$ cat config.mk
export PLATFORM = sky130hd
export DESIGN_NAME = signed_int_to_ascii_radix
export DESIGN_NICKNAME = d
export VERILOG_FILES = /design/src/sita_pkg.sv /design/src/sita_front.sv /design/src/sita_queue.sv /design/src/sita_back.sv /design/src/signed_int_to_ascii_radix.sv
export SDC_FILE = /design/constraint.sdc
export NUM_CORES = 1
export LEC_CHECK = 0
export BUFFER_PORTS_ARGS = -buffer_cell sky130_fd_sc_hd__clkbuf_2
export CAP_MARGIN = 10
export CORE_ASPECT_RATIO = 1.5
export CORE_MARGIN = 2
export CORE_UTILIZATION = 57
export DETAILED_ROUTE_END_ITERATION = 10
export PLACE_DENSITY = 0.74
export SYNTH_ARGS = -nofsm -noshare
export SYNTH_HDL_FRONTEND = slang
export SYNTH_HIERARCHICAL = 1
export SYNTH_SLANG_ARGS = --single-unit
$ cat constraint.sdc
create_clock -name clock -period 23.4 [get_ports clock]
set_input_delay 1.17 -clock clock [delete_from_list [all_inputs] [get_ports clock]]
set_output_delay 1.17 -clock clock [all_outputs]
set_load 0.005 [all_outputs]
$ cat src/sita_pkg.sv
`timescale 1ns / 1ps

package sita_pkg;

   // Default configuration of the converter.
   localparam int VALUE_BITS_DEF = 32;
   localparam int MAX_RADIX_DEF  = 16;

   // Fixed field widths.
   localparam int RADIX_W  = 6;
   localparam int CHAR_W   = 8;
   localparam int COUNT_W  = 6;
   localparam int INPUT_W  = 32;
   localparam int STEP_W   = 8;

   // Radix register reset value and lower limit.
   localparam logic [RADIX_W-1:0] RADIX_RESET = 6'd10;
   localparam logic [RADIX_W-1:0] MIN_RADIX   = 6'd2;

   // Character codes.
   localparam logic [CHAR_W-1:0] ASCII_ZERO  = 8'h30;
   localparam logic [CHAR_W-1:0] ASCII_MINUS = 8'h2D;
   localparam logic [CHAR_W-1:0] ASCII_NUL   = 8'h00;
   localparam logic [CHAR_W-1:0] LETTER_GAP  = 8'd7;

   // Back-end sequencer states.
   typedef enum logic [2:0] {
      BK_IDLE,
      BK_DIV,
      BK_SIGN,
      BK_EMIT,
      BK_ERR
   } back_state_type;

   // Classification of one item, handed from the front to the back.
   typedef struct packed {
      logic                neg;
      logic                err;
      logic [RADIX_W-1:0]  base;
   } item_tag_type;

   // Result of one eight-bit long-division step.
   typedef struct packed {
      logic [STEP_W-1:0]   quot;
      logic [RADIX_W-1:0]  rem;
   } div_step_type;

   // Eight restoring-division steps of a byte against a small divisor.
   // The incoming remainder is always below the divisor.
   function automatic div_step_type div_step(input logic [RADIX_W-1:0] rem_i,
                                             input logic [STEP_W-1:0]  bits_i,
                                             input logic [RADIX_W-1:0] base_i);
      div_step_type      res;
      logic [RADIX_W:0]  part;
      int                k;
      part = {1'b0, rem_i};
      res.quot = '0;
      for (k = STEP_W - 1; k >= 0; k--) begin
         part = {part[RADIX_W-1:0], bits_i[k]};
         if (part >= {1'b0, base_i}) begin
            part        = part - {1'b0, base_i};
            res.quot[k] = 1'b1;
         end
      end
      res.rem = part[RADIX_W-1:0];
      return res;
   endfunction

   // Digit value to its character: '0'..'9', then 'A' upward.
   function automatic logic [CHAR_W-1:0] digit_char(input logic [RADIX_W-1:0] d);
      logic [CHAR_W-1:0] c;
      c = ASCII_ZERO + {2'b00, d};
      if (d > 6'd9) begin
         c = c + LETTER_GAP;
      end
      return c;
   endfunction

endpackage

$ cat src/sita_front.sv
`timescale 1ns / 1ps

module sita_front #(
   parameter int VALUE_BITS = sita_pkg::VALUE_BITS_DEF,
   parameter int MAX_RADIX  = sita_pkg::MAX_RADIX_DEF
) (
   input  logic                          clock,
   input  logic                          reset,
   input  logic                          req_valid,
   output logic                          req_ready,
   input  logic signed [sita_pkg::INPUT_W-1:0] req_value,
   input  logic [sita_pkg::RADIX_W-1:0]  radix,
   output logic                          out_valid,
   input  logic                          out_ready,
   output logic [VALUE_BITS-1:0]         out_mag,
   output sita_pkg::item_tag_type        out_tag
);

   logic                    valid_ff, valid_in;
   logic [VALUE_BITS-1:0]   mag_ff, mag_in;
   sita_pkg::item_tag_type  tag_ff, tag_in;
   logic [VALUE_BITS-1:0]   raw_c;
   logic                    neg_c;
   logic                    accept;

   // Take the low VALUE_BITS bits, sign-extending a narrow input word.
   generate
      if (VALUE_BITS <= sita_pkg::INPUT_W) begin : g_narrow
         assign raw_c = req_value[VALUE_BITS-1:0];
      end else begin : g_wide
         assign raw_c = {{(VALUE_BITS - sita_pkg::INPUT_W){req_value[sita_pkg::INPUT_W-1]}},
                         req_value};
      end
   endgenerate

   assign neg_c     = raw_c[VALUE_BITS-1];
   assign req_ready = !valid_ff || out_ready;
   assign accept    = req_valid && req_ready;

   // Classify the transaction: sign, magnitude and radix check.
   always_comb begin
      mag_in   = mag_ff;
      tag_in   = tag_ff;
      valid_in = valid_ff && !out_ready;
      if (accept) begin
         valid_in    = 1'b1;
         mag_in      = neg_c ? (~raw_c + {{(VALUE_BITS-1){1'b0}}, 1'b1}) : raw_c;
         tag_in.neg  = neg_c;
         tag_in.base = radix;
         tag_in.err  = (radix < sita_pkg::MIN_RADIX) ||
                       (radix > sita_pkg::RADIX_W'(MAX_RADIX));
      end
   end

   always_ff @(posedge clock) begin
      if (reset) begin
         valid_ff <= 1'b0;
      end else begin
         valid_ff <= valid_in;
      end
      mag_ff <= mag_in;
      tag_ff <= tag_in;
   end

   assign out_valid = valid_ff;
   assign out_mag   = mag_ff;
   assign out_tag   = tag_ff;

endmodule

$ cat src/sita_queue.sv
`timescale 1ns / 1ps

module sita_queue #(
   parameter int WIDTH = 8
) (
   input  logic             clock,
   input  logic             reset,
   input  logic             push_valid,
   output logic             push_ready,
   input  logic [WIDTH-1:0] push_data,
   output logic             pop_valid,
   input  logic             pop_ready,
   output logic [WIDTH-1:0] pop_data
);

   // Two-entry queue between the front and the back.
   logic [WIDTH-1:0] slot_ff [2];
   logic             wr_ptr_ff, wr_ptr_in;
   logic             rd_ptr_ff, rd_ptr_in;
   logic [1:0]       count_ff, count_in;
   logic             push, pop;

   assign push_ready = (count_ff != 2'd2);
   assign pop_valid  = (count_ff != 2'd0);
   assign push       = push_valid && push_ready;
   assign pop        = pop_valid && pop_ready;
   assign pop_data   = slot_ff[rd_ptr_ff];

   // Pointer and fill-count update.
   always_comb begin
      wr_ptr_in = push ? !wr_ptr_ff : wr_ptr_ff;
      rd_ptr_in = pop ? !rd_ptr_ff : rd_ptr_ff;
      count_in  = count_ff + {1'b0, push} - {1'b0, pop};
   end

   always_ff @(posedge clock) begin
      if (reset) begin
         wr_ptr_ff <= 1'b0;
         rd_ptr_ff <= 1'b0;
         count_ff  <= 2'd0;
      end else begin
         wr_ptr_ff <= wr_ptr_in;
         rd_ptr_ff <= rd_ptr_in;
         count_ff  <= count_in;
      end
      if (push) begin
         slot_ff[wr_ptr_ff] <= push_data;
      end
   end

endmodule

$ cat src/sita_back.sv
`timescale 1ns / 1ps

module sita_back #(
   parameter int VALUE_BITS = sita_pkg::VALUE_BITS_DEF,
   parameter int MAX_RADIX  = sita_pkg::MAX_RADIX_DEF
) (
   input  logic                          clock,
   input  logic                          reset,
   input  logic                          in_valid,
   output logic                          in_ready,
   input  logic [VALUE_BITS-1:0]         in_mag,
   input  sita_pkg::item_tag_type        in_tag,
   output logic                          rsp_valid,
   input  logic                          rsp_ready,
   output logic [sita_pkg::CHAR_W-1:0]   rsp_ascii_char,
   output logic                          rsp_last_char,
   output logic [sita_pkg::COUNT_W-1:0]  rsp_char_count,
   output logic                          rsp_radix_error
);

   localparam int CHUNKS = (VALUE_BITS + sita_pkg::STEP_W - 1) / sita_pkg::STEP_W;
   localparam int PADW   = CHUNKS * sita_pkg::STEP_W;
   localparam int CKW    = (CHUNKS > 1) ? $clog2(CHUNKS) : 1;
   localparam int AW     = $clog2(VALUE_BITS);
   localparam int CW     = $clog2(VALUE_BITS + 1);
   localparam int RW     = sita_pkg::RADIX_W;

   sita_pkg::back_state_type  state_ff, state_in;
   sita_pkg::item_tag_type    tag_ff, tag_in;
   logic [PADW-1:0]           mag_ff, mag_in;
   logic [RW-1:0]             rem_ff, rem_in;
   logic [CKW-1:0]            chunk_ff, chunk_in;
   logic                      nz_ff, nz_in;
   logic [CW-1:0]             n_ff, n_in;
   logic [AW-1:0]             idx_ff, idx_in;
   logic [CW-1:0]             left_ff, left_in;
   logic [CW:0]               total_ff, total_in;

   logic                         rsp_valid_ff, rsp_valid_in;
   logic [sita_pkg::CHAR_W-1:0]  rsp_char_ff, rsp_char_in;
   logic                         rsp_last_ff, rsp_last_in;
   logic [sita_pkg::COUNT_W-1:0] rsp_count_ff, rsp_count_in;
   logic                         rsp_err_ff, rsp_err_in;

   // Digit store, written least significant digit first.
   logic [RW-1:0]  digit_mem [VALUE_BITS];
   logic [RW-1:0]  rd_data_ff;
   logic [AW-1:0]  rd_addr;
   logic           wr_en;
   logic [AW-1:0]  wr_addr;
   logic [RW-1:0]  wr_data;

   sita_pkg::div_step_type  step;
   logic                    slot_free;
   logic                    chunk_last;
   logic                    quot_nz;
   logic [CW-1:0]           n_next;
   logic                    div_done;
   logic                    emit_fire;
   logic                    emit_last;

   // Shared divide datapath: one byte of the magnitude per cycle.
   assign step       = sita_pkg::div_step(rem_ff, mag_ff[PADW-1 -: sita_pkg::STEP_W],
                                          tag_ff.base);
   assign slot_free  = !rsp_valid_ff || rsp_ready;
   assign chunk_last = (chunk_ff == CKW'(CHUNKS - 1));
   assign quot_nz    = nz_ff || (step.quot != '0);
   assign n_next     = n_ff + {{(CW-1){1'b0}}, 1'b1};
   assign div_done   = chunk_last && (!quot_nz || (n_next == CW'(VALUE_BITS)));
   assign emit_last  = (left_ff == {{(CW-1){1'b0}}, 1'b1});
   assign emit_fire  = (state_ff == sita_pkg::BK_EMIT) && slot_free;
   assign rd_addr    = (emit_fire && (idx_ff != '0)) ? (idx_ff - {{(AW-1){1'b0}}, 1'b1})
                                                      : idx_ff;
   assign in_ready   = (state_ff == sita_pkg::BK_IDLE);

   // Next state.
   always_comb begin
      state_in = state_ff;
      case (state_ff)
         sita_pkg::BK_IDLE: begin
            if (in_valid) begin
               state_in = in_tag.err ? sita_pkg::BK_ERR : sita_pkg::BK_DIV;
            end
         end
         sita_pkg::BK_DIV: begin
            if (div_done) begin
               state_in = sita_pkg::BK_SIGN;
            end
         end
         sita_pkg::BK_SIGN: begin
            if (!tag_ff.neg || slot_free) begin
               state_in = sita_pkg::BK_EMIT;
            end
         end
         sita_pkg::BK_EMIT: begin
            if (slot_free && emit_last) begin
               state_in = sita_pkg::BK_IDLE;
            end
         end
         sita_pkg::BK_ERR: begin
            if (slot_free) begin
               state_in = sita_pkg::BK_IDLE;
            end
         end
         default: begin
            state_in = sita_pkg::BK_IDLE;
         end
      endcase
   end

   // Datapath and result register updates.
   always_comb begin
      tag_in       = tag_ff;
      mag_in       = mag_ff;
      rem_in       = rem_ff;
      chunk_in     = chunk_ff;
      nz_in        = nz_ff;
      n_in         = n_ff;
      idx_in       = idx_ff;
      left_in      = left_ff;
      total_in     = total_ff;
      wr_en        = 1'b0;
      wr_addr      = n_ff[AW-1:0];
      wr_data      = step.rem;
      rsp_valid_in = rsp_valid_ff && !rsp_ready;
      rsp_char_in  = rsp_char_ff;
      rsp_last_in  = rsp_last_ff;
      rsp_count_in = rsp_count_ff;
      rsp_err_in   = rsp_err_ff;
      case (state_ff)
         sita_pkg::BK_IDLE: begin
            if (in_valid) begin
               tag_in   = in_tag;
               mag_in   = PADW'(in_mag);
               rem_in   = '0;
               chunk_in = '0;
               nz_in    = 1'b0;
               n_in     = '0;
            end
         end
         sita_pkg::BK_DIV: begin
            mag_in   = (mag_ff << sita_pkg::STEP_W) | PADW'(step.quot);
            rem_in   = step.rem;
            nz_in    = quot_nz;
            chunk_in = chunk_ff + {{(CKW-1){1'b0}}, 1'b1};
            if (chunk_last) begin
               // One digit finished: store it and restart on the quotient.
               wr_en    = 1'b1;
               rem_in   = '0;
               chunk_in = '0;
               nz_in    = 1'b0;
               n_in     = n_next;
               if (div_done) begin
                  idx_in   = n_ff[AW-1:0];
                  left_in  = n_next;
                  total_in = {1'b0, n_next} + {{CW{1'b0}}, tag_ff.neg};
               end
            end
         end
         sita_pkg::BK_SIGN: begin
            if (tag_ff.neg && slot_free) begin
               rsp_valid_in = 1'b1;
               rsp_char_in  = sita_pkg::ASCII_MINUS;
               rsp_last_in  = 1'b0;
               rsp_count_in = '0;
               rsp_err_in   = 1'b0;
            end
         end
         sita_pkg::BK_EMIT: begin
            if (slot_free) begin
               rsp_valid_in = 1'b1;
               rsp_char_in  = sita_pkg::digit_char(rd_data_ff);
               rsp_last_in  = emit_last;
               rsp_count_in = emit_last ? sita_pkg::COUNT_W'(total_ff) : '0;
               rsp_err_in   = 1'b0;
               left_in      = left_ff - {{(CW-1){1'b0}}, 1'b1};
               idx_in       = rd_addr;
            end
         end
         sita_pkg::BK_ERR: begin
            if (slot_free) begin
               rsp_valid_in = 1'b1;
               rsp_char_in  = sita_pkg::ASCII_NUL;
               rsp_last_in  = 1'b1;
               rsp_count_in = '0;
               rsp_err_in   = 1'b1;
            end
         end
         default: begin
            rsp_valid_in = 1'b0;
         end
      endcase
   end

   always_ff @(posedge clock) begin
      if (reset) begin
         state_ff     <= sita_pkg::BK_IDLE;
         rsp_valid_ff <= 1'b0;
      end else begin
         state_ff     <= state_in;
         rsp_valid_ff <= rsp_valid_in;
      end
      tag_ff       <= tag_in;
      mag_ff       <= mag_in;
      rem_ff       <= rem_in;
      chunk_ff     <= chunk_in;
      nz_ff        <= nz_in;
      n_ff         <= n_in;
      idx_ff       <= idx_in;
      left_ff      <= left_in;
      total_ff     <= total_in;
      rsp_char_ff  <= rsp_char_in;
      rsp_last_ff  <= rsp_last_in;
      rsp_count_ff <= rsp_count_in;
      rsp_err_ff   <= rsp_err_in;
   end

   // Digit store with registered read.
   always_ff @(posedge clock) begin
      if (wr_en) begin
         digit_mem[wr_addr] <= wr_data;
      end
      rd_data_ff <= digit_mem[rd_addr];
   end

   assign rsp_valid       = rsp_valid_ff;
   assign rsp_ascii_char  = rsp_char_ff;
   assign rsp_last_char   = rsp_last_ff;
   assign rsp_char_count  = rsp_count_ff;
   assign rsp_radix_error = rsp_err_ff;

   // An error result is a single, final, empty character.
   a_err_result: assert property (@(posedge clock) disable iff (reset)
      (rsp_valid_ff && rsp_err_ff) |->
         (rsp_last_ff && (rsp_count_ff == '0) && (rsp_char_ff == sita_pkg::ASCII_NUL)))
      else $error("radix error result malformed");

   // The divider only ever runs with a legal radix.
   a_div_base: assert property (@(posedge clock) disable iff (reset)
      (state_ff == sita_pkg::BK_DIV) |->
         ((tag_ff.base >= sita_pkg::MIN_RADIX) && (tag_ff.base <= RW'(MAX_RADIX))))
      else $error("divider running with illegal radix");

   // While emitting, at least one digit remains and no more than the store holds.
   a_emit_left: assert property (@(posedge clock) disable iff (reset)
      (state_ff == sita_pkg::BK_EMIT) |->
         ((left_ff != '0) && (left_ff <= CW'(VALUE_BITS))))
      else $error("digit count out of range while emitting");

   // Sending the final digit closes the transaction with a flagged result and its count.
   a_last_closes: assert property (@(posedge clock) disable iff (reset)
      (emit_fire && emit_last) |=>
         ((state_ff == sita_pkg::BK_IDLE) && rsp_valid_ff && rsp_last_ff &&
          (rsp_count_ff == sita_pkg::COUNT_W'(total_ff))))
      else $error("final digit did not close the string");

endmodule

$ cat src/signed_int_to_ascii_radix.sv
`timescale 1ns / 1ps
// Path: a request passes the front register and the queue, then the byte-wide divider works
// through the magnitude a byte at a time (CHUNKS = ceil(VALUE_BITS/8) bytes) for each digit.
// A minus sign goes out before the first digit. Throughput: one character per cycle while
// rsp_ready is high; the back end takes a new item only once all of the last one's characters are sent.
// Reset (synchronous, active high): radix returns to 10, queue and results empty, sequencer
// idle; the digit store is not cleared.

module signed_int_to_ascii_radix #(
   parameter int VALUE_BITS = sita_pkg::VALUE_BITS_DEF,
   parameter int MAX_RADIX  = sita_pkg::MAX_RADIX_DEF
) (
   input  logic                                  clock,
   input  logic                                  reset,
   input  logic                                  req_valid,
   output logic                                  req_ready,
   input  logic signed [sita_pkg::INPUT_W-1:0]   req_value,
   output logic                                  rsp_valid,
   input  logic                                  rsp_ready,
   output logic [sita_pkg::CHAR_W-1:0]           rsp_ascii_char,
   output logic                                  rsp_last_char,
   output logic [sita_pkg::COUNT_W-1:0]          rsp_char_count,
   output logic                                  rsp_radix_error,
   input  logic                                  csr_valid,
   output logic                                  csr_ready,
   input  logic [sita_pkg::RADIX_W-1:0]          csr_radix
);

   localparam int TAGW = $bits(sita_pkg::item_tag_type);
   localparam int QW   = TAGW + VALUE_BITS;

   logic [sita_pkg::RADIX_W-1:0]  radix_ff, radix_in;
   logic                          fr_valid, fr_ready;
   logic [VALUE_BITS-1:0]         fr_mag;
   sita_pkg::item_tag_type        fr_tag;
   logic                          q_valid, q_ready;
   logic [QW-1:0]                 q_data;
   logic [VALUE_BITS-1:0]         q_mag;
   sita_pkg::item_tag_type        q_tag;

   // Radix register; a write transaction always completes at once.
   assign csr_ready = 1'b1;
   assign radix_in  = (csr_valid && csr_ready) ? csr_radix : radix_ff;

   always_ff @(posedge clock) begin
      if (reset) begin
         radix_ff <= sita_pkg::RADIX_RESET;
      end else begin
         radix_ff <= radix_in;
      end
   end

   // Front: accept and classify.
   sita_front #(
      .VALUE_BITS (VALUE_BITS),
      .MAX_RADIX  (MAX_RADIX)
   ) u_front (
      .clock     (clock),
      .reset     (reset),
      .req_valid (req_valid),
      .req_ready (req_ready),
      .req_value (req_value),
      .radix     (radix_ff),
      .out_valid (fr_valid),
      .out_ready (fr_ready),
      .out_mag   (fr_mag),
      .out_tag   (fr_tag)
   );

   // Queue between front and back.
   sita_queue #(
      .WIDTH (QW)
   ) u_queue (
      .clock      (clock),
      .reset      (reset),
      .push_valid (fr_valid),
      .push_ready (fr_ready),
      .push_data  ({fr_tag, fr_mag}),
      .pop_valid  (q_valid),
      .pop_ready  (q_ready),
      .pop_data   (q_data)
   );

   assign q_tag = sita_pkg::item_tag_type'(q_data[QW-1 -: TAGW]);
   assign q_mag = q_data[VALUE_BITS-1:0];

   // Back: digit extraction and character output.
   sita_back #(
      .VALUE_BITS (VALUE_BITS),
      .MAX_RADIX  (MAX_RADIX)
   ) u_back (
      .clock           (clock),
      .reset           (reset),
      .in_valid        (q_valid),
      .in_ready        (q_ready),
      .in_mag          (q_mag),
      .in_tag          (q_tag),
      .rsp_valid       (rsp_valid),
      .rsp_ready       (rsp_ready),
      .rsp_ascii_char  (rsp_ascii_char),
      .rsp_last_char   (rsp_last_char),
      .rsp_char_count  (rsp_char_count),
      .rsp_radix_error (rsp_radix_error)
   );

endmodule
* Yosys cells after proc, flatten, opt, wreduce, memory -nomap -nowiden
Memory sizes are Yosys's and may differ from the RTL's. A register that Yosys moved wholly into a read port is not among the register bits.
Index checks and enable logic that the tools add are counted.
** Operators by class
- Reduce and logical (&&, ||, !) cells :: 40
- Eq/ne operators :: 16
- Bitwise logic cells :: 2
- $lt $le $gt $ge :: 11
- Mux-type cells :: 74
- $add $sub $neg :: 18
** Operators by type and width (number)
- $mux 6 :: 18
- $pmux 32 s2 :: 1
- $ge 7x6->1 :: 8
- $sub 6x6->6 :: 8
- $pmux 6 s2 :: 3
- $add 32x1->32 const B :: 1
- $mux 32 :: 1
- $mux 8 :: 4
- $not 32->32 :: 1
- $or 32x8->32 :: 1
- $mux 31 :: 1
- $mux 1 :: 25
- $pmux 8 s3 :: 1
- $mux 5 :: 4
- $mux 3 :: 6
- $pmux 6 s3 :: 1
- $pmux 3 s5 :: 1
- $ne 2x1->1 const B :: 7
- $logic_and 1x1->1 :: 10
- $pmux 5 s2 :: 1
- $pmux 1 s3 :: 3
- $add 8x3->8 const B :: 1
- $logic_not 1->1 :: 8
- $reduce_and 4->1 :: 2
- other kinds (31) :: 44
** Storage, ports and cells
- Memories kept :: 2
- Flip-flop bits (word level) :: 142
- Input port bits :: 43
- Logic and storage cells :: 189
- RAM bits :: 272
- Output and inout bits :: 19
** Memory list
- u_back.digit_mem :: depth 32, bits a word 6, rd ports 1, clocked after memory_dff 1, wr ports 1, RTL line sita_back.sv:46 : logic [RW-1:0] digit_mem [VALUE_BITS];
- u_queue.slot_ff :: depth 2, bits a word 40, rd ports 1, clocked after memory_dff 1, wr ports 1, RTL line sita_queue.sv:17 : logic [WIDTH-1:0] slot_ff [2];

* Depth between registers and ports, before layout
Gate-level depths: netlist (run 1).
- Word-level depth :: 24
- Depth in mapped cells :: 83
- Mapped depth without buffers :: 78

* Cells and area by module
The synthesis (run 1) kept the hierarchy.
** By module, submodules not included
- sita_back :: instances 1, sequential area each 8578.2 um^2, area an instance 14735.4 um^2, cells each 1081
- sita_queue :: instances 1, sequential area each 2502.4 um^2, area an instance 3285.7 um^2, cells each 148
- sita_front :: instances 1, sequential area each 1221.2 um^2, area an instance 2009.4 um^2, cells each 151
- signed_int_to_ascii_radix :: instances 1, sequential area each 120.1 um^2, area an instance 227.7 um^2, cells each 21

* Worst setup path after synthesis (run 1)
No wires, ideal clock.
- Path kind :: register to register
- Start point :: register u_back/tag_ff[1] in the netlist's numbering
- End point :: memory u_back/digit_mem[0][0] in the netlist's numbering (data pin)
- Period minus slack after synthesis :: 17.230 ns
- Cell stages (with the launch flop) :: 76
- Required time :: 23.023 ns
- Buffers on the path :: 4
- Setup time :: 0.377 ns
- Arrival :: 16.853 ns
- Slack :: 6.170 ns
- Cell sequence :: edfxtp_1 inv_1 ha_1 nand2b_1 a211oi_4 o32a_2 o21ai_0 inv_1 ha_1 a21oi_1 o21ai_0 a221oi_1 buf_2 mux2_2 ha_1 a2111oi_2 a21oi_1 a311oi_1 [40 not listed] ha_1 nor2b_1 o21ai_0 nand2b_1 a21o_1 a21o_1 a211oi_1 o311ai_1 o21ai_0 a21boi_0 ha_1 a21o_1 a21o_1 a21o_1 a21oi_1 o21ai_0 o31a_1 a21oi_1
** RTL lines
- start, declared :: RTL line sita_back.sv:29 : sita_pkg::item_tag_type tag_ff, tag_in;
- start signal, assigned :: RTL line sita_back.sv:203 : tag_ff <= tag_in;
- end, declared :: RTL line sita_back.sv:46

* Worst setup path in the final report (run 1)
- Start point :: register u_back/tag_ff[1] in the netlist's numbering
- End point :: register u_back.idx_ff[3], enable pin
** Between the ends
- Cells in the longest elaborated chain, start to end :: 23
- Elaborated cells on any way between the ends :: 37
- Classes of those cells :: 7 x add/sub; 8 x order compare; 1 x eq/ne; 15 x mux; 6 x reduce/logical
** RTL lines
- $sub 6x6->6 or $ge 7x6->1 (tied branches) :: RTL line sita_pkg.sv:61, sita_pkg.sv:60
- $mux 6 :: RTL line sita_pkg.sv:60 : if (part >= {1'b0, base_i}) begin
- $sub 6x6->6 or $ge 7x6->1 (tied branches) :: RTL line sita_pkg.sv:61, sita_pkg.sv:60
- $mux 6 :: RTL line sita_pkg.sv:60
- $sub 6x6->6 or $ge 7x6->1 (tied branches) :: RTL line sita_pkg.sv:61, sita_pkg.sv:60
- $mux 6 :: RTL line sita_pkg.sv:60
- $sub 6x6->6 or $ge 7x6->1 (tied branches) :: RTL line sita_pkg.sv:61, sita_pkg.sv:60
- $mux 6 :: RTL line sita_pkg.sv:60
- [7 not listed]
- $mux 1 :: RTL line sita_pkg.sv:60
- $reduce_bool 8->1 (*) :: RTL line sita_back.sv:67 : assign quot_nz = nz_ff || (step.quot != '0);
- $logic_or 1x1->1 (*) :: RTL line sita_back.sv:67
- $logic_not 1->1 (*) :: RTL line sita_back.sv:69 : assign div_done = chunk_last && (!quot_nz || (n_next == CW'(VALUE_BITS)));
- $logic_or 1x1->1 (*) :: RTL line sita_back.sv:69
- $logic_and 1x1->1 (*) :: RTL line sita_back.sv:69
- $ne 2x1->1 (no source line) (*)
- $reduce_and 4->1 (no source line) (*)
- end signal, assigned :: RTL line sita_back.sv:209 : idx_ff <= idx_in;
- end, declared :: RTL line sita_back.sv:35 : logic [AW-1:0] idx_ff, idx_in;
Mark *: on every way between the ends. The rest lies on a longest branch, timed or not.
A chain may end at the register's enable or synchronous reset.

==> results of run 1 <==
path summary, 6_finish.rpt:
kind | from | end | cells past startpoint
worst min register to register | u_front/out_tag[7] | u_queue/slot_ff[0][39] | 0
worst max register to register | u_back/tag_ff[1] | u_back/idx_ff[3] | 76
worst min-delay path | u_front/out_tag[7] | u_queue/slot_ff[0][39] | 0
worst max-delay path | u_back/tag_ff[1] | u_back/idx_ff[3] | 76
cell families after synthesis:
logic type | synth area share (%)
flops | 61.3
simple gates | 9.23
compound gates | 7.08
mux | 11.8
buf+inv | 2.18
xor+xnor | 3.42
fa+ha+maj | 4.93
other cells | 0.0185
placed cells by master, fill, tap and decap left out, types with 22 or more instances in the layout:
cell / count
a21oi_1: 31
clkbuf_16: 40
clkbuf_2: 60
edfxtp_1: 399
ha_1: 67
inv_1: 57
mux2_4: 42
mux4_2: 60
nand2_1: 135
nand3_1: 22
nor2_1: 91
o21ai_0: 60
xnor2_1: 58
final cells by class:
type	instances	share of cell area, %
repair buffers	74	1.81
flip-flops and latches	421	55.5
clock inverters	20	1.12
multi-input cells	877	33.3
clock buffers	49	4.63
inverters	57	0.957
well taps	473	2.65
worst max-delay path, delay by kind of cell, from the launching register on:
family / cells / cell delay (ns)
flops: 1 / 0.68
fa+ha+maj: 8 / 2.65
simple gates: 17 / 3.08
mux: 1 / 0.44
buf+inv: 8 / 1.33
compound gates: 42 / 11.21
through the flow:
step | utilization [%] | cells | setup WS (ns) | hold WS [ns]
after floorplan | - | 1401 | 6.17 | 0.421
after global placement | 60.2 | 1901 | 4.18 | 0.422
after detailed placement | 60.2 | 1901 | 3.66 | 0.430
after CTS | 63.9 | 1970 | 3.62 | 0.432
after global routing | 63.9 | 1971 | 1.76 | 0.450
final | 63.9 | 1971 | 3.65 | 0.427
sequential cells by signal (all words and copies together) (netlist names), 2 cells and up, named ones only:
signal / flops
u_back/state_ff: 3
u_back/idx_ff: 5
radix_ff: 6
u_back/rem_ff: 6
u_back/rd_data_ff: 6
u_back/digit_mem: 192
u_front/out_tag: 8
u_queue/count_ff: 2
u_back/n_ff: 6
u_back/tag_ff: 7
u_back/left_ff: 6
u_back/rsp_ascii_char: 8
u_back/rsp_char_count: 6
u_queue/slot_ff: 80
u_back/total_ff: 6
u_front/out_mag: 32
u_back/chunk_ff: 2
u_back/mag_ff: 32
per-layer routing:
| metal | routed length [µm] | track usage, % |
|---|---|---|
| met1 | 16600 | 30.2 |
| met2 | 20100 | 36.7 |
| met3 | 2310 | 3.10 |
| met4 | 1670 | 9.86 |
| met5 | 19 | 0 |
==> results.py, run 1 <==
metrics = {
    "run_status": {
        "status": "finished clean",
    },
    "die": {
        "die_area_um2": 37100,
        "die_h_um": 235,
        "fp.dieW_um": 158,
        "initial_utilization_pct": 57.9,
        "core_um2": 35000,
        "io_pins": 62,
        "core.rowCount": 84,
    },
    "clock_tree": {
        "cts.sinks": 421,
        "post_cts_buffers": 0,
        "root_buffer": "clkbuf_16",
        "clk_pin_slew_worst_paths_ns": 0.06,
        "cts_resized": 0,
        "cts_hold_buf": 0,
        "cts_buffer_depth": 3,
        "cts_max_level": 2,
        "cts_tree": "done",
        "worstSkewPairLatency_ns": 0.54,
        "numCtsBuffers": 39,
    },
    "worst_setup_path": {
        "r2r_slack_ns": 3.65,
        "worstSetupEndpointType": "flop",
        "start_kind": "flop",
        "crit_fanout": 15,
        "critPathKind": "reg2reg",
        "crit_slowest_cell": "edfxtp_1",
        "crit_arrival_ns": 19.95,
        "cp.required_ns": 23.60,
        "path_common_cell": "o21ai_0",
        "cpPeakStageDelay_ns": 0.68,
    },
    "layout": {
        "multiInputGateArea_um2": 7450,
        "antenna_cells": 0,
        "area_delta_synth_final_pct": 10.4,
        "seqCellArea_um2": 12400,
        "drive_above_1_share_pct": 19.8,
        "fin_area_um2": 22400,
        "nets": 1588,
        "fillers": 2529,
    },
    "grt": {
        "grt_antenna_before_repair": 1,
        "grt_remaining_overflow": 0,
        "grt_pass1_wl_mm": 64.3,
        "track_usage_pct": 22.5,
        "grt_max_degree": 50,
        "grt_pass1_vias": 12000,
    },
    "timing": {
        "setup_viol": 0,
        "rsz0062_at_grt": "false",
        "hold_viol": 0,
        "max_freq_ghz": 0.0506,
        "worstMarginPinSlew_ns": 1.18,
        "fin_skew_ns": 0.0280,
        "drv_slew": 0,
        "fin_setup_tns_ns": 0,
        "relSlewSlack_pct": 21.1,
        "post-route-min-period_ns": 19.75,
        "period_share_pct": 84.4,
    },
    "yosys": {
        "synth.area.top_cells": "edfxtp_1 (59%), mux4_2 (6.7%), ha_1 (4.1%)",
        "synth_edf_count": 399,
        "yosys.area.top_type": "edfxtp_1",
        "synth_top_flop_cell": "edfxtp_1",
        "netlist_instances": 1401,
        "seq_area_frac_synth_pct": 61.3,
        "synth_area_um2": 20300,
        "synth_commonest_cells": "edfxtp_1 (399), nand2_1 (135), nor2_1 (92)",
        "synth_nets": 1519,
        "ys_types": 90,
        "yosysWarnings": 6,
        "synth_top_area_share_pct": 59.1,
        "synth-seq-cells": 421,
        "synth_most_common_cell": "edfxtp_1",
        "synth.avg_cell_area_um2": 14.5,
        "synthArstFlopShare_pct": 0,
    },
    "route": {
        "first_pass_iters": 5,
        "vias_per_cell": 5.95,
        "postRouteAntennaNets": 0,
        "drt_iter0_drc": 814,
        "drcViolationCount": 0,
        "wl_per_cell_um": 20.6,
        "wl_mm": 40.7,
        "vias": 11700,
    },
    "placed_design": {
        "dp_hpwl_mm": 27.9,
        "io_buffers": 60,
        "post_dp_cell_area_um2": 21100,
        "gp_congestion": 0.917,
    },
    "worst_hold_path": {
        "min_path_type": "reg2reg",
    },
    "job": {
        "cap_violations": 0,
    },
}
Power of run 1 is left out: the tool's default activity adds up to more than one toggle a clock period on the data nets, which glitch-free logic cannot reach.
==> run 2: changes to the inputs <==
clock period = 19.8 ns   (was 23.4 ns; I/O delays follow)
==> run 2 against run 1 <==
  * Global-route usage barely moved
  * Non-clock buffer count increased by 8
  * Worst setup slack worse by 2.1 ns
  * Clock skew is 0.0078 ns lower
  * Routed wire length up 0.51%
  * Hold slack gained 0.015 ns
  * Core utilization increased by 0.089 points
  * Count of clock-buffer cells in the layout shrank 3
  * Via count shrank 0.68%
  * First-iteration DRC count is 0.25% higher
  * Largest cell class unchanged
==> results.py, run 2 (synthesis gave the netlist of run 1 again) <==
metrics = {
    "run_status": {
        "status": "finished clean",
    },
    "layout": {
        "fillers": 2514,
        "area_delta_synth_final_pct": 10.6,
        "reg_top3": "u_back/digit_mem x192, u_queue/slot_ff x80",
        "layout_common_cells": "edfxtp_1 (399), nand2_1 (135), nor2_1 (91)",
        "nets": 1594,
        "largest_register_ffs": 192,
        "top_register": "u_back/digit_mem",
        "layout_commonest_cell": "edfxtp_1",
        "antenna_cells": 0,
        "drive_above_1_share_pct": 20.3,
    },
    "grt": {
        "grt_antenna_before_repair": 0,
        "grt_pass1_vias": 11900,
        "grt_remaining_overflow": 0,
        "track_usage_pct": 22.5,
        "grt_pass1_wl_mm": 64.0,
        "grt_max_degree": 50,
    },
    "clock_tree": {
        "clk_pin_slew_worst_paths_ns": 0.06,
        "cts_max_level": 2,
        "post_cts_buffers": 0,
        "worstSkewPairLatency_ns": 0.56,
        "cts.sinks": 421,
        "cts_tree": "done",
        "root_buffer": "clkbuf_16",
        "cts_buffer_depth": 3,
        "numCtsBuffers": 37,
    },
    "die": {
        "core_um2": 35000,
        "die_area_um2": 37100,
        "initial_utilization_pct": 57.9,
        "die_h_um": 235,
        "core.rowCount": 84,
        "io_pins": 62,
        "fp.dieW_um": 158,
    },
    "job": {
        "cap_violations": 0,
    },
    "worst_setup_path": {
        "timing.rr.end": "u_back/idx_ff[3]",
        "r2r_cells": 76,
        "cp.required_ns": 20.03,
        "crit_slowest_cell": "edfxtp_1",
        "cpLargestDelayFamily": "compound AO/OA/AOI/OAI gates",
        "crit_fanout": 15,
        "critical_path_depth": 76,
        "regToRegStartpoint": "u_back/tag_ff[0]",
        "critical_path_buf_inv_count": 6,
        "worstSetupEndpointType": "flop",
        "cpPeakStageDelay_ns": 0.58,
        "endpoint": "u_back/idx_ff[3]",
        "critPathKind": "reg2reg",
        "cp-startpoint": "u_back/tag_ff[0]",
        "start_kind": "flop",
        "crit_arrival_ns": 18.48,
        "r2r_slack_ns": 1.55,
    },
    "timing": {
        "fin_setup_tns_ns": 0,
        "period_share_pct": 92.2,
        "hold_viol": 0,
        "worstMarginPinSlew_ns": 1.17,
        "rsz0062_at_grt": "false",
        "relSlewSlack_pct": 21.1,
        "max_freq_ghz": 0.0548,
        "drv_slew": 0,
        "fin_skew_ns": 0.0202,
        "setup_viol": 0,
        "post-route-min-period_ns": 18.25,
    },
    "route": {
        "vias": 11600,
        "first_pass_iters": 6,
        "vias_per_cell": 5.89,
        "postRouteAntennaNets": 0,
        "drt_iter0_drc": 816,
        "drcViolationCount": 0,
        "wl_mm": 40.9,
        "wl_per_cell_um": 20.7,
    },
    "placed_design": {
        "io_buffers": 60,
        "dp_hpwl_mm": 27.6,
        "gp_congestion": 0.917,
    },
    "worst_hold_path": {
        "min_path_type": "reg2reg",
    },
}
[run 2: per-layer routing]
layer / wire length, µm / track usage (%)
met5: 0 / 0
met4: 1730 / 9.75
met3: 1960 / 2.88
met2: 20600 / 37.7
met1: 16600 / 29.5
[run 2: worst register-to-register path, delay by kind of cell (launching register included)]
kind / cells / cell delay, ns
flip-flops: 1 / 0.58
AO/OA/AOI/OAI: 42 / 10.18
multiplexers: 2 / 0.75
AND/OR/NAND/NOR: 18 / 3.34
buffers and inverters: 6 / 0.75
adder cells (fa/ha/maj): 8 / 2.34
[run 2: layout make-up]
class / count / area (µm²) / area share (%)
Inverter: 57 / 214 / 0.955
Clock inverter: 21 / 284 / 1.27
Clock buffer: 46 / 960 / 4.28
Timing Repair Buffer: 82 / 465 / 2.08
Tap cell: 473 / 592 / 2.64
Sequential cell: 421 / 12400 / 55.5
Multi-Input combinational cell: 877 / 7460 / 33.3
[run 2: per-stage QoR]
stage	cells	instance area (µm²)	hold WS (ns)	util, %	setup slack, ns
floorplan	1401	20300	0.421	-	2.57
global placement	1910	21100	0.423	60.4	1.26
detailed placement	1910	21100	0.432	60.4	0.727
CTS	1977	22400	0.441	64.0	0.607
global route	1977	22400	0.442	64.0	0.00492
finish	1977	22400	0.443	64.0	1.55
[run 2: worst min-delay path by stage]
stage                     slack, ns  depth (start not counted)                start                endpoint
after floorplan                0.42                          0          radix_ff[0]      u_front/out_tag[0]
after global placement         0.42                          0  u_front/out_mag[20]  u_queue/slot_ff[0][20]
after detailed placement       0.43                          0  u_front/out_mag[22]  u_queue/slot_ff[1][22]
after CTS                      0.44                          0  u_front/out_mag[22]  u_queue/slot_ff[0][22]
after global routing           0.44                          0  u_front/out_mag[22]  u_queue/slot_ff[1][22]
final                          0.44                          0  u_front/out_mag[22]  u_queue/slot_ff[0][22]
[run 2: timing repair]
action                                  4_1_cts  5_1_grt
hold buffers                                  0        0
endpoints found under the setup margin        0      218
resized for setup                             0        8
Power of run 2 is left out for the same reason.
